<file path="config.mk">
export PLATFORM = sky130hd
export DESIGN_NAME = dpfrc_cell
export DESIGN_NICKNAME = d
export VERILOG_FILES = /design/src/rtl/dpfrc_pkg.sv /design/src/rtl/dpfrc_cell.sv
export SDC_FILE = /design/constraint.sdc
export NUM_CORES = 1
export LEC_CHECK = 0
export BUFFER_PORTS_ARGS = -buffer_cell sky130_fd_sc_hd__buf_4
export CELL_PAD_IN_SITES_DETAIL_PLACEMENT = 1
export CELL_PAD_IN_SITES_GLOBAL_PLACEMENT = 2
export CORE_MARGIN = 2
export CORE_UTILIZATION = 29
export CTS_CLUSTER_SIZE = 25
export DETAILED_ROUTE_END_ITERATION = 16
export GPL_TIMING_DRIVEN = 0
export PLACE_DENSITY_LB_ADDON = 0.1
export SLEW_MARGIN = 0
export SYNTH_ARGS = -nofsm -noshare
export SYNTH_HDL_FRONTEND = slang
export SYNTH_SLANG_ARGS = --single-unit
</file>
<file path="constraint.sdc">
create_clock -name clock -period 5 [get_ports clock]
set_input_delay 0.5 -clock clock [delete_from_list [all_inputs] [get_ports clock]]
set_output_delay 0.5 -clock clock [all_outputs]
set_load 0.05 [all_outputs]
</file>
<file path="src/rtl/dpfrc_pkg.sv">
// ----------------------------------------------------------------------------
// Packet FIFO with duplicate filter and range count: shared definitions
// Types, operation codes and constants used by the cells, the channels and
// the top level.
// ----------------------------------------------------------------------------
`default_nettype none

package dpfrc_pkg;

   localparam int DEPTH_DEFAULT = 64;
   localparam int OP_W          = 2;
   localparam int ID_W          = 16;
   localparam int STAMP_W       = 32;
   localparam int LIMIT_W       = 7;
   localparam int MATCH_W       = 7;

   localparam logic [LIMIT_W-1:0] LIMIT_RESET = 7'd64;
   localparam logic [MATCH_W-1:0] COUNT_MAX   = 7'd127;

   typedef enum logic [OP_W-1:0] {
      OP_ADD     = 2'd0,
      OP_FORWARD = 2'd1,
      OP_COUNT   = 2'd2
   } op_type;

   typedef enum logic [2:0] {
      ST_IDLE,
      ST_COMPARE,
      ST_SCAN,
      ST_COMMIT,
      ST_FINISH
   } state_type;

   typedef struct packed {
      logic [ID_W-1:0]    src;
      logic [ID_W-1:0]    dst;
      logic [STAMP_W-1:0] stamp;
   } packet_type;

   typedef struct packed {
      packet_type         pkt;
      logic [STAMP_W-1:0] range_start;
      logic [STAMP_W-1:0] range_end;
   } query_type;

   typedef struct packed {
      logic shift;
      logic capture;
      logic hit_shift;
      logic count_mode;
   } cell_ctrl_type;

endpackage

`default_nettype wire

</file>
<file path="src/rtl/dpfrc_cell.sv">
// ----------------------------------------------------------------------------
// Packet FIFO storage cell
// Holds one packet, compares it against the broadcast query and passes its
// packet and its hit flag to the neighbor on the head side.
// ----------------------------------------------------------------------------
`default_nettype none

module dpfrc_cell
   import dpfrc_pkg::*;
(
   input  wire logic          clock,
   input  wire logic          reset,
   input  wire cell_ctrl_type ctrl,
   input  wire logic          load,
   input  wire query_type     query,
   input  wire logic          next_valid,
   input  wire packet_type    next_pkt,
   input  wire logic          next_hit,
   output logic               valid,
   output packet_type         pkt,
   output logic               hit
);

   logic       valid_ff, valid_in;
   logic       hit_ff, hit_in;
   packet_type pkt_ff, pkt_in;
   logic       match;

   always_comb begin
      if (ctrl.count_mode) begin
         match = (pkt_ff.dst == query.pkt.dst) &&
                 (pkt_ff.stamp >= query.range_start) &&
                 (pkt_ff.stamp <= query.range_end);
      end else begin
         match = (pkt_ff == query.pkt);
      end
   end

   always_comb begin
      valid_in = valid_ff;
      pkt_in   = pkt_ff;
      hit_in   = hit_ff;
      if (load) begin
         valid_in = 1'b1;
         pkt_in   = query.pkt;
      end else if (ctrl.shift) begin
         valid_in = next_valid;
         pkt_in   = next_pkt;
      end
      if (ctrl.capture) begin
         hit_in = valid_ff && match;
      end else if (ctrl.hit_shift) begin
         hit_in = next_hit;
      end
   end

   always_ff @(posedge clock) begin
      if (reset) begin
         valid_ff <= 1'b0;
         hit_ff   <= 1'b0;
      end else begin
         valid_ff <= valid_in;
         hit_ff   <= hit_in;
      end
   end

   always_ff @(posedge clock) begin
      pkt_ff <= pkt_in;
   end

   assign valid = valid_ff;
   assign pkt   = pkt_ff;
   assign hit   = hit_ff;

endmodule

`default_nettype wire

</file>
# Yosys cells after proc, flatten, opt, wreduce, memory -nomap -nowiden
# Cells that the tools add are included.
[op_classes] n_lt_le_gt_ge=2 n_reduce_logical=5 n_eq_ne=2 muxes=7
[ops] cell="$mux W64" n=2
[ops] cell="$eq A64 B64 Y1" n=1
[ops] cell="$ge A32 B32 Y1" n=1
[ops] cell="$le A32 B32 Y1" n=1
[ops] cell="$eq A16 B16 Y1" n=1
[ops] cell="$mux W1" n=5
[ops] cell="$reduce_bool A2 Y1" n=2
[ops] cell="$logic_and A1 B1 Y1" n=3
[word_totals] input_bits=201 register_bits=66 word_cells=21 out_inout_bits=66

# Logic depth before layout (Yosys ltp)
# Gate-level depths: netlist (run 1).
[depth] depth_word=6 depth_mapped=9

# Least setup slack after synthesis (run 1)
# Ideal clock, no wire load.
[synth_path] path_type="input to register" startpoint="input port load" endpoint="register pkt_ff (netlist bit pkt[0]) (enable)" arrival_ns=2.061 cell_stages=3 path_slack_ns=2.545 cell_sequence="clkbuf_1 > clkbuf_1 > or2_2"
[synth_between] elab_chain_cells=1
[synth_rtl] element="start, declared" line="dpfrc_cell.sv:14" rtl="input wire logic load,"
[synth_rtl] element="$reduce_bool A2 Y1 (no line)"
[synth_rtl] element="end signal, assigned" line="dpfrc_cell.sv:68" rtl="pkt_ff <= pkt_in;"
[synth_rtl] element="end, declared" line="dpfrc_cell.sv:26" rtl="packet_type pkt_ff, pkt_in;"
# Every way passes these cells.
# A chain may end at the register's enable or synchronous reset.

# Worst setup path after layout (run 1)
[layout_path] startpoint="register pkt_ff (netlist bit pkt[13])" endpoint="register hit_ff (netlist: hit)"
[layout_between] elab_chain_cells=6 elab_cells_between_ends=8 classes_between="order compare (2); eq/ne (1); mux (2); reduce/logical (3)"
[layout_rtl] element="$ge A32 B32 Y1" line="dpfrc_cell.sv:32" rtl="(pkt_ff.stamp >= query.range_start) &&"
[layout_rtl] element="$logic_and A1 B1 Y1" line="dpfrc_cell.sv:31" rtl="match = (pkt_ff.dst == query.pkt.dst) &&"
[layout_rtl] element="$logic_and A1 B1 Y1" line="dpfrc_cell.sv:32"
[layout_rtl] element="$mux W1 (*)" line="dpfrc_cell.sv:30" rtl="if (ctrl.count_mode) begin"
[layout_rtl] element="$logic_and A1 B1 Y1 (*)" line="dpfrc_cell.sv:51" rtl="hit_in = valid_ff && match;"
[layout_rtl] element="$mux W1 (*)" line="dpfrc_cell.sv:50" rtl="if (ctrl.capture) begin"
[layout_rtl] element="end signal, assigned" line="dpfrc_cell.sv:63" rtl="hit_ff <= hit_in;"
[layout_rtl] element="end, declared" line="dpfrc_cell.sv:25" rtl="logic hit_ff, hit_in;"
# Every way passes the cells marked *; elsewhere a longest branch is shown, timed or not.

==> impl_metrics.json, run 1 <==
{
  "post_cts_buffers": 0,
  "final_common_cell": "buf_4",
  "status": "complete, no violations",
  "p_leak_nw": 3.61,
  "end_kind": "flop",
  "overflow": 0,
  "hpwl_mm": 16.2,
  "grt_setup_unrepaired": "false",
  "cap_violations": 0,
  "synth_edf_count": 64,
  "tns_ns": 0,
  "rows": 48,
  "reg2reg_from": "pkt[13]",
  "period_share": 0.520,
  "gp_congestion": 0.798,
  "cts.sinks": 66,
  "use_met3": 0.0659,
  "multi_input_area_sq_mm": 0.00291,
  "start_kind": "flop",
  "fin_cells": 970,
  "ys_ff_latch": 66,
  "portBuffers": 265,
  "n_antenna_cell": 0,
  "dieWidth_microns": 137,
  "worst_setup_hold_path_clk_slew_ns": 0.06,
  "grt-busiest-layer": "met2",
  "die_area_sq_mm": 0.0189,
  "dpl_cell_area_sq_mm": 0.00745,
  "synth_area_sq_mm": 0.00516,
  "totalWireLength_mm": 19.2,
  "cp_data_required_time_ns": 5.21,
  "antenna_left": 0,
  "critical_path_class": "reg -> reg",
  "synth_nets": 728,
  "seq_area_sq_mm": 0.00196,
  "worstSkewPairLatency_ns": 0.34,
  "htreeDepth": 3,
  "track_usage": 0.203,
  "layout.nets": 1005,
  "finalSetupViolCount": 0,
  "cts_tree": "done",
  "p_per_area_mw_per_mm2": 288,
  "grt_max_degree": 41,
  "coreArea_sq_mm": 0.0174,
  "final_area_sq_mm": 0.00776,
  "cts_buffers": 9,
  "grt_pass1_vias": 5096,
  "drv_slew": 0,
  "worst_pin_slew_ns": 0.807,
  "worstHoldStart": "reset",
  "drt_iter0_drc": 107,
  "drt-vias-per-instance": 4.75,
  "synth-seq-area-share": 0.380,
  "wl_per_cell_microns": 19.7,
  "synthCells": 463,
  "critPathArrivalTime_ns": 2.81,
  "synthArstFlopShare": 0,
  "critPathMaxFanout": 4,
  "cts_resized": 0,
  "die_h_microns": 137,
  "peakVddDrop_uv": 153,
  "fmax_ghz": 0.384,
  "drt_pass1_iterations": 4,
  "clockBufferDepth": 2,
  "dpl.cell_count": 954,
  "grt_use_met2": 0.351,
  "syn_area_per_cell_sq_um": 11.1,
  "drive_above_1_share": 0.471,
  "area_delta_synth_final_pct": 50.5,
  "final_cell_mix": "265 x buf_4, 67 x inv_1, 64 x ha_1, 64 x edfxtp_1, 58 x mux2_2",
  "slew_headroom": 0.462,
  "setup.worst_path.start": "pkt[13]",
  "yosysWarnings": 0,
  "ios": 267,
  "holdCritPathClass": "in -> reg",
  "cts_hold_buf": 0,
  "fillCellCount": 1984,
  "drc": 0,
  "grt_pass1_wl_mm": 28.1,
  "synthFlopType": "edfxtp_1",
  "yosysUniqueCellTypes": 45,
  "cts-root-buf": "clkbuf_16",
  "hold_violations": 0,
  "vias": 4612,
  "finalCriticalPeriod_ns": 2.60,
  "fin_skew_ns": 0.00619,
  "antenna_found_initial": 0,
  "start_util": 0.297,
  "use_met1": 0.236
}
==> report_power, final <==
group	total [W]	internal (W)	leakage, nW	switching, W
Sequential	0.000751	0.000681	0.669	0.0000702
Combinational	0.000796	0.000341	2.79	0.000455
Clock	0.000688	0.000434	0.152	0.000254
Total	0.00224	0.00146	3.61	0.000780
==> cells by family after synthesis <==
group / Yosys count / share of synthesized area
buf+inv: 76 / 0.0553
xor+xnor: 60 / 0.102
mux: 64 / 0.140
fa+ha+maj: 64 / 0.155
simple gates: 73 / 0.0890
flops: 66 / 0.380
compound gates: 60 / 0.0786
==> layer usage <==
metal  vias to the layer above  share of wire  routed length [microns]
li1                       2247              -                        -
met1                      2180           0.40                     7720
met2                       165           0.49                     9420
met3                        20          0.084                     1600
met4                         0          0.021                      410
met5                         -              0                        0
==> worst max-delay path, cell delays in order, from the launching register on <==
cell and delay, ns:
edfxtp_1 0.48, ha_1 0.33, a211oi_1 0.27, nor2_1 0.11
a2111oi_0 0.64, nor4_1 0.15, nor4_1 0.35, a21oi_1 0.13
==> worst paths after layout <==
check	endpoint	slack (ns)	cells after the start
max	hit	2.40	7
min	valid	0.34	2
max reg2reg	hit	2.40	7
min reg2reg	valid	0.70	3
==> area by class of cell <==
| cell class | count | area share |
|---|---|---|
| Buffer | 7 | 0.00338 |
| Sequential cell | 66 | 0.253 |
| Timing Repair Buffer | 266 | 0.259 |
| Clock buffer | 10 | 0.0295 |
| Inverter | 69 | 0.0334 |
| Clock inverter | 6 | 0.0105 |
| Tap cell | 225 | 0.0363 |
| Multi-Input combinational cell | 321 | 0.375 |
==> cells in the mapped netlist, drive strengths merged (7+ instances only) <==
cell    number  area share
inv         68       0.049
xnor2       49       0.083
edfxtp      64        0.37
a21oi       25       0.026
clkbuf       7      0.0051
mux2        64        0.14
nor2        10      0.0073
xor2        11       0.019
nor4         8       0.013
nand4       23       0.033
nand3       10       0.012
ha          64        0.16
o21ai       10      0.0097
nand2       11      0.0080
==> metrics by stage <==
stage	utilization	hold WS, ns	power (W)	worst slack (ns)
after floorplan	-	0.572	0.00122	2.55
after global placement	0.428	0.633	0.00154	1.64
after detailed placement	0.429	0.684	0.00157	2.23
after CTS	0.447	0.326	0.00227	2.31
after global routing	0.447	0.333	0.00235	2.23
final	0.447	0.337	0.00224	2.40
==> flip-flops by register name (all words and copies together) (netlist names) <==
register,cells
hit,1
pkt,64
valid,1
No activity file was read; power rests on OpenSTA's default activity.
==> inputs of run 2 (changes only) <==
--- a/config.mk
+++ b/config.mk
@@ -9,7 +9,7 @@
 export CELL_PAD_IN_SITES_DETAIL_PLACEMENT = 1
 export CELL_PAD_IN_SITES_GLOBAL_PLACEMENT = 2
 export CORE_MARGIN = 2
-export CORE_UTILIZATION = 29
+export CORE_UTILIZATION = 24
 export CTS_CLUSTER_SIZE = 25
 export DETAILED_ROUTE_END_ITERATION = 16
 export GPL_TIMING_DRIVEN = 0
==> constraint.sdc (replaced) <==
create_clock -name clock -period 2.1 [get_ports clock]
set_input_delay 0.21 -clock clock [delete_from_list [all_inputs] [get_ports clock]]
set_output_delay 0.21 -clock clock [all_outputs]
set_load 0.05 [all_outputs]
==> run 2 against run 1 <==
Against the previous run:
- the flow now finishes with violations (negative setup slack)
- maximum frequency increased by 11%
- register-to-register slack got worse by 2.6 ns
- global-route usage decreased by 2.4 points
- sequential cell count unchanged
- sequential power increased by 140%
- critical endpoint unchanged
- largest power group unchanged
- highest routed layer unchanged
==> impl_metrics.json, run 2 (synthesis gave the netlist of run 1 again) <==
{
  "slew_headroom": 0.439,
  "n_antenna_cell": 0,
  "critPathArrivalTime_ns": 2.61,
  "seq_area_sq_mm": 0.00196,
  "hpwl_mm": 16.7,
  "fin_cells": 1039,
  "reg2reg_to": "hit",
  "final_cell_mix": "283 x buf_4, 66 x inv_1, 64 x edfxtp_1",
  "cp.depth": 8,
  "switching_share": 0.369,
  "critical_path.max_stage_delay_ns": 0.47,
  "worstHoldStart": "reset",
  "final_common_cell": "buf_4",
  "rows": 53,
  "track_usage": 0.179,
  "largest_reg_flops": 64,
  "dpl.cell_count": 1003,
  "worstSkewPairLatency_ns": 0.34,
  "fmax_ghz": 0.428,
  "area_delta_synth_final_pct": 55.8,
  "worst_slack_ns": -0.236,
  "cap_violations": 0,
  "cp_data_required_time_ns": 2.37,
  "clockPowerShare": 0.275,
  "peakVddDrop_uv": 389,
  "drt_pass1_iterations": 4,
  "worst_pin_slew_ns": 0.841,
  "die_h_microns": 151,
  "status": "finished, violations left",
  "cpMaxStageDelayCell": "edfxtp_1",
  "final_area_sq_mm": 0.00804,
  "grt_pass1_wl_mm": 29.9,
  "dpl_cell_area_sq_mm": 0.00758,
  "clockBufferDepth": 2,
  "htreeDepth": 3,
  "drt-vias-per-instance": 4.54,
  "whs_path_depth": 2,
  "reg2reg_depth": 8,
  "finalCriticalPeriod_ns": 2.34,
  "coreArea_sq_mm": 0.0211,
  "ff2ff_setup_slack_ns": -0.24,
  "start_kind": "flop",
  "p_int_w": 0.00330,
  "finalSetupViolCount": 1,
  "start_util": 0.245,
  "grt_max_degree": 33,
  "overflow": 0,
  "power_frac_comb": 0.386,
  "worst_setup_hold_path_clk_slew_ns": 0.06,
  "violations": "negative setup slack",
  "holdCritPathClass": "in -> reg",
  "totalWireLength_mm": 20.5,
  "seqPwrFrac": 0.339,
  "gp_congestion": 0.842,
  "cts_hold_buf": 0,
  "critPathTopFamily": "simple AND/OR/NAND/NOR gates",
  "final_core_utilization": 0.381,
  "hold_violations": 0,
  "grt_setup_unrepaired": "true",
  "cts_tree": "done",
  "fillCellCount": 2391,
  "worst-path-buf-inv": 1,
  "end_kind": "flop",
  "cts-root-buf": "clkbuf_16",
  "tns_ns": -0.236,
  "dieWidth_microns": 151,
  "p_per_area_mw_per_mm2": 651,
  "drive_above_1_share": 0.505,
  "p_leak_nw": 3.69,
  "vias": 4712,
  "period_share": 1.11,
  "wl_per_cell_microns": 19.7,
  "cts.sinks": 66,
  "drv_slew": 0,
  "portBuffers": 265,
  "die_area_sq_mm": 0.0227,
  "whs_endpoint": "valid",
  "antenna_found_initial": 0,
  "worstPathCellList": "buf_4 > xnor2_1 > nand4_1 > nor4_2 > nand3_2 > o32ai_4 > o211ai_1 > a21oi_2",
  "cts_buffers": 9,
  "fin_skew_ns": 0.00505,
  "antenna_left": 0,
  "reg2reg_from": "pkt[13]",
  "drc": 0,
  "critical_path_class": "reg -> reg",
  "ios": 267,
  "multi_input_area_sq_mm": 0.00305,
  "p_sw_w": 0.00193,
  "total_power_w": 0.00523,
  "grt_pass1_vias": 5222,
  "drt_iter0_drc": 82,
  "layout.nets": 1024,
  "critPathMaxFanout": 3
}
[run 2: cell types whose count changed in the layout (fill, tap and decap cells not counted), sizes merged]
| cell | before | now |
|---|---|---|
| bufinv | 2 | 0 |
| clkdlybuf4s15 | 0 | 1 |
| clkinvlp | 0 | 1 |
| or2 | 1 | 3 |
| buf | 266 | 283 |
[run 2: what timing repair did]
action                                  in CTS  in global routing
setup buffers                               14                  4
pin swaps                                    2                  5
cloned                                       1                  1
endpoints found under the setup margin      65                 65
gates resized for setup                      5                  7
[run 2: area by class of cell]
type	count	share of cell area
Multi-Input combinational cell	323	0.380
Timing Repair Buffer	283	0.264
Sequential cell	66	0.244
Tap cell	275	0.0428
Inverter	69	0.0322
Clock buffer	11	0.0289
Buffer	7	0.00420
Clock inverter	5	0.00389
[run 2: layer usage]
layer  GRT usage  wire length, microns
met5           0                     0
met4      0.0523                   456
met3      0.0576                  1650
met2       0.301                  9810
met1       0.219                  8580
[run 2: metrics by stage]
stage	hold slack, ns	setup slack, ns
after CTS	0.0332	-0.290
after global placement	0.385	-0.608
final	0.0414	-0.236
after floorplan	0.282	-0.191
after global routing	0.0409	-0.364
after detailed placement	0.390	-0.652
[run 2: how the worst max path moves through the flow]
stage / startpoint / end / slack, ns
floorplan: pkt[9] / hit / -0.19
global placement: load / pkt[14] / -0.61
detailed placement: load / pkt[14] / -0.65
CTS: pkt[2] / hit / -0.29
global route: pkt[11] / hit / -0.36
finish: pkt[13] / hit / -0.24
[run 2: worst register-to-register path, delay by kind of cell, from the launching register on]
family / cells / cell delay [ns]
and+or+nand+nor: 3 / 0.77
AOI/OAI and AO/OA: 3 / 0.66
DFF: 1 / 0.47
buffers and inverters: 1 / 0.18
xor gates and xnor gates: 1 / 0.18
[run 2: power groups by stage]
stage                     clock, W  sequential, W  combinational, W
after floorplan                  0        0.00227          0.000654
after detailed placement         0        0.00183           0.00194
final                      0.00144        0.00177           0.00202
after global routing       0.00155        0.00180           0.00219
after CTS                  0.00150        0.00178           0.00203
after global placement           0        0.00182           0.00191
